`config.mk`:
```
export PLATFORM = sky130hd
export DESIGN_NAME = tsmp_mod
export DESIGN_NICKNAME = d
export VERILOG_FILES = /design/src/rtl/tsmp_pkg.sv /design/src/rtl/tsmp_mod.sv
export SDC_FILE = /design/constraint.sdc
export NUM_CORES = 1
export LEC_CHECK = 0
export BUFFER_PORTS_ARGS = -buffer_cell sky130_fd_sc_hd__buf_2
export CAP_MARGIN = 20
export CELL_PAD_IN_SITES_DETAIL_PLACEMENT = 1
export CELL_PAD_IN_SITES_GLOBAL_PLACEMENT = 1
export CORE_ASPECT_RATIO = 0.5
export CORE_MARGIN = 5
export CORE_UTILIZATION = 35
export CTS_BUF_LIST = sky130_fd_sc_hd__clkbuf_4
export DETAILED_ROUTE_END_ITERATION = 10
export GPL_TIMING_DRIVEN = 0
export PLACE_DENSITY_LB_ADDON = 0.1
export SYNTH_ARGS = -nofsm -noshare
export SYNTH_HDL_FRONTEND = slang
export SYNTH_SLANG_ARGS = --single-unit
```
`constraint.sdc`:
```
create_clock -name clock -period 5.13 [get_ports clock]
set_input_delay 0.513 -clock clock [delete_from_list [all_inputs] [get_ports clock]]
set_output_delay 0.513 -clock clock [all_outputs]
set_load 0.02 [all_outputs]
```
`src/rtl/tsmp_pkg.sv`:
```
`default_nettype none
package tsmp_pkg;

   localparam int UW         = 20;   // coordinate width
   localparam int FRAC       = 16;   // coordinate fraction bits
   localparam int CSR_IW     = 2;
   localparam int CSR_DW     = 11;

   localparam logic [CSR_IW-1:0] CSR_WIDTH  = 2'd0;
   localparam logic [CSR_IW-1:0] CSR_HEIGHT = 2'd1;
   localparam logic [CSR_IW-1:0] CSR_ADDR   = 2'd2;
   localparam logic [CSR_IW-1:0] CSR_FILTER = 2'd3;

   localparam logic OP_WRITE  = 1'b0;
   localparam logic OP_SAMPLE = 1'b1;
   localparam logic ADDR_CLAMP  = 1'b0;
   localparam logic ADDR_WRAP   = 1'b1;
   localparam logic FILT_POINT  = 1'b0;
   localparam logic FILT_BILIN  = 1'b1;

   typedef enum logic [2:0] {
      ST_IDLE,
      ST_MUL,
      ST_COORD,
      ST_WRAP,
      ST_BASE,
      ST_FETCH,
      ST_BLEND,
      ST_OUT
   } state_type;

endpackage
`default_nettype wire

```
`src/rtl/tsmp_mod.sv`:
```
`default_nettype none
// Restoring remainder unit: one quotient bit per cycle, result is the true modulo.
module tsmp_mod
   import tsmp_pkg::*;
#(
   parameter int CW = 18,
   parameter int DW = 11
) (
   input  wire logic                 clock,
   input  wire logic                 reset,
   input  wire logic                 start,
   input  wire logic signed [CW-1:0] coord,
   input  wire logic [DW-1:0]        modulus,
   output logic                      done,
   output logic [DW-1:0]             result
);

   localparam int NW = $clog2(CW + 1);

   logic [CW-1:0] mag_ff, mag_in;
   logic [DW-1:0] rem_ff, rem_in;
   logic [NW-1:0] cnt_ff, cnt_in;
   logic          busy_ff, busy_in;
   logic          neg_ff, neg_in;
   logic          done_ff, done_in;
   logic [DW:0]   shifted;

   always_comb begin
      mag_in  = mag_ff;
      rem_in  = rem_ff;
      cnt_in  = cnt_ff;
      busy_in = busy_ff;
      neg_in  = neg_ff;
      done_in = 1'b0;
      shifted = {rem_ff, mag_ff[CW-1]};
      if (start) begin
         neg_in  = coord[CW-1];
         mag_in  = coord[CW-1] ? CW'(-coord) : CW'(coord);
         rem_in  = '0;
         cnt_in  = NW'(CW);
         busy_in = 1'b1;
      end else if (busy_ff) begin
         mag_in = {mag_ff[CW-2:0], 1'b0};
         if (shifted >= {1'b0, modulus}) begin
            rem_in = DW'(shifted - {1'b0, modulus});
         end else begin
            rem_in = DW'(shifted);
         end
         cnt_in = cnt_ff - 1'b1;
         if (cnt_ff == NW'(1)) begin
            busy_in = 1'b0;
            done_in = 1'b1;
         end
      end
   end

   always_ff @(posedge clock) begin
      if (reset) begin
         busy_ff <= 1'b0;
         done_ff <= 1'b0;
         cnt_ff  <= '0;
      end else begin
         busy_ff <= busy_in;
         done_ff <= done_in;
         cnt_ff  <= cnt_in;
      end
      mag_ff <= mag_in;
      rem_ff <= rem_in;
      neg_ff <= neg_in;
   end

   assign done   = done_ff;
   assign result = (neg_ff && rem_ff != '0) ? DW'(modulus - rem_ff) : rem_ff;

   a_start_idle: assert property (@(posedge clock) disable iff (reset)
      start |-> !busy_ff) else $error("modulo restarted while busy");
   a_rem_below: assert property (@(posedge clock) disable iff (reset)
      done_ff |-> rem_ff < modulus) else $error("remainder not below modulus");
   a_done_end: assert property (@(posedge clock) disable iff (reset)
      done_ff |-> !busy_ff && $past(busy_ff)) else $error("done without a run");

endmodule
`default_nettype wire

```
==> flow_summary.json <==
{
  "status": "finished, final reports clean",
  "post_cts_buffers": 0,
  "p_leak_nw": 1.47,
  "ys_ff_latch": 37,
  "slowest_stage": "dfxtp_1",
  "rsz0062_at_grt": "no",
  "area_growth_pct": 13.5,
  "crit_required_ps": 4620,
  "start_util": 0.358,
  "avgSynthCellArea_um2": 8.51,
  "synthDistinctLibCells": 63,
  "period_share": 0.702,
  "slew_violations": 0,
  "clock_latency_ps": 360,
  "comb_power_share": 0.412,
  "yosys.area.top_type": "edfxtp_1",
  "seqPwrFrac": 0.408,
  "finalClockSkew_ps": 22.8,
  "peakVddDrop_v": 0.0000752,
  "cts_tree": "done",
  "worstPathCellList": "ha_1 -> inv_1 -> fa_1 -> a21o_1 -> a2111oi_2 -> o2bb2ai_1 -> xnor2_1 -> nor2_1 -> xor2_1 -> buf_2",
  "drtPass1Iterations": 4,
  "syn-instance-count": 365,
  "post-route-min-period_ps": 3600,
  "final_nets": 473,
  "tritoncts.num_buffers": 5,
  "drc": 0,
  "dieArea_um2": 11000,
  "track_usage": 0.157,
  "cp-end-kind": "output port",
  "clk_pin_slew_worst_paths_ps": 110,
  "cts.sinks": 37,
  "setup_viol_count_final": 0,
  "rows": 24,
  "crit_path_max_fanout": 6,
  "cts_root_buf": "clkbuf_4",
  "via_per_inst": 5.28,
  "synth.top_cell.area_share": 0.184,
  "fin_util": 0.406,
  "drive_gt1_frac": 0.180,
  "startpoint_type": "register",
  "wl_per_cell_um": 16.6,
  "relSlewSlack": 0.547,
  "synth_warnings": 0,
  "synthFlopType": "edfxtp_1",
  "intPower_mw": 0.557,
  "die_h_um": 76.6,
  "hold_viol_final": 0,
  "ctsResizeCount": 0,
  "p_per_area_nw_per_um2": 258,
  "fin_setup_tns_ps": 0,
  "crit_family": "compound AO/OA/AOI/OAI gates",
  "clkPwrFrac": 0.181,
  "critPathKind": "register to output port",
  "p_switching_mw": 0.351,
  "synth_area_leaders": "edfxtp_1 18%, dfxtp_1 12%, ha_1 9.7%",
  "grt-ovfl-total": 0,
  "syn_nets": 423,
  "critPathBufInv": 2,
  "final_antenna_net_count": 0,
  "synth_async_sr_flop_share": 0,
  "holdBufCountCts": 0,
  "die_w_um": 143,
  "maxCapViolCount": 0,
  "arrival_ps": 3090,
  "grt_max_degree": 19,
  "synth_commonest_cells": "42 x nor2_1, 35 x inv_1, 26 x o21ai_0",
  "fillerInstances": 1088,
  "ys_seq_area_frac": 0.300,
  "grt_pass1_vias": 2916,
  "hold_path_class": "input port to register",
  "p_sw_frac": 0.387,
  "cts-htree-levels": 2,
  "core_um2": 8680,
  "worst_pin_slew_ps": 673,
  "synth.most_common_cell": "nor2_1",
  "clockBufferDepth": 2,
  "route.final.wire_length_um": 8830,
  "slowest_delay_ps": 500,
  "grt_pass1_wl_um": 14100,
  "antenna_found_initial": 0,
  "max_freq_mhz": 278,
  "synth-edff-count": 19,
  "n_antenna_cell": 0,
  "dp_hpwl_um": 6910,
  "portBuffers": 43,
  "gp_congestion": 0.826,
  "drt_iter0_markers": 134,
  "syn-cell-area_um2": 3110,
  "vias": 2815,
  "ioPinCount": 44
}
==> power groups by stage <==
stage	Sequential [mW]	Clock [mW]	Combinational [mW]
2_1_floorplan	0.365	0	0.267
6_report	0.370	0.164	0.374
3_3_place_gp	0.376	0	0.362
3_5_place_dp	0.377	0	0.373
5_1_grt	0.374	0.179	0.414
4_1_cts	0.371	0.170	0.376
==> worst register-to-register path: cells and delay by family (launching register included) <==
| family | cells | cell delay (ps) |
|---|---|---|
| flops | 1 | 500 |
| compound gates | 4 | 1080 |
| fa+ha+maj | 1 | 300 |
| buf+inv | 2 | 600 |
==> per-layer routing <==
metal,part of all wire,vias to the layer above,track usage
li1,-,1420,-
met1,0.50,1338,0.213
met2,0.45,51,0.263
met3,0.043,6,0.0313
met4,0.0054,0,0.0273
met5,0,-,0
==> area by class of cell <==
cell class / count / area, um2 / share of cell area
Inverter: 35 / 131 / 0.0373
Tap cell: 117 / 146 / 0.0415
Sequential cell: 37 / 931 / 0.264
Clock buffer: 7 / 52.6 / 0.0149
Multi-Input combinational cell: 277 / 1980 / 0.562
Timing Repair Buffer: 43 / 215 / 0.0611
Clock inverter: 1 / 3.75 / 0.00107
Buffer: 16 / 63.8 / 0.0181
==> worst paths after layout <==
kind	startpoint	end	slack (ps)	cells past startpoint
worst min-delay path	start	neg_ff$_DFFE_PP_	380	1
worst max register to register	rem_ff[8]$_SDFFE_PP0P_	rem_ff[5]$_SDFFE_PP0P_	2560	7
worst min register to register	mag_ff[11]$_DFFE_PP_	mag_ff[12]$_DFFE_PP_	560	1
worst max-delay path	rem_ff[0]$_SDFFE_PP0P_	result[10]	1530	10
==> state kept, by name (all words and copies together) (netlist names) <==
signal / count
busy_ff: 1
rem_ff: 11
cnt_ff: 5
neg_ff: 1
done: 1
mag_ff: 18
==> logic make-up after synthesis <==
family,count (synthesis),share of synthesized area
adders and majority gates,26,0.110
AOI/OAI and AO/OA,99,0.220
buffers and inverters,51,0.0629
and+or+nand+nor,107,0.174
muxes,10,0.0355
DFF,37,0.300
xor gates and xnor gates,35,0.0987
==> per-stage QoR <==
stage / worst slack (ps) / instances / hold WS [ps] / total power, mW / area, um2
after floorplan: 2170 / 365 / 490 / 0.632 / 3110
after global placement: 1800 / 525 / 530 / 0.739 / 3470
after detailed placement: 1790 / 525 / 537 / 0.751 / 3470
after CTS: 1520 / 533 / 366 / 0.916 / 3520
after global routing: 1350 / 533 / 370 / 0.966 / 3520
final: 1530 / 533 / 377 / 0.908 / 3520
==> cells in the final DEF (no fill, tap or decap), types with 5 or more instances in the layout <==
cell type / synthesis / layout
a21o_1: 5 / 5
a21oi_1: 24 / 24
a311oi_1: 7 / 7
buf_2: 3 / 46
clkbuf_1: 12 / 12
clkbuf_4: 0 / 7
dfxtp_1: 18 / 18
edfxtp_1: 19 / 19
ha_1: 24 / 24
inv_1: 35 / 35
mux2_2: 8 / 8
nand2_1: 19 / 19
nand3_1: 6 / 6
nor2_1: 42 / 42
nor3_1: 6 / 6
o21ai_0: 26 / 26
xnor2_1: 13 / 13
xor2_1: 22 / 22
(Power assumes the default switching activity.)
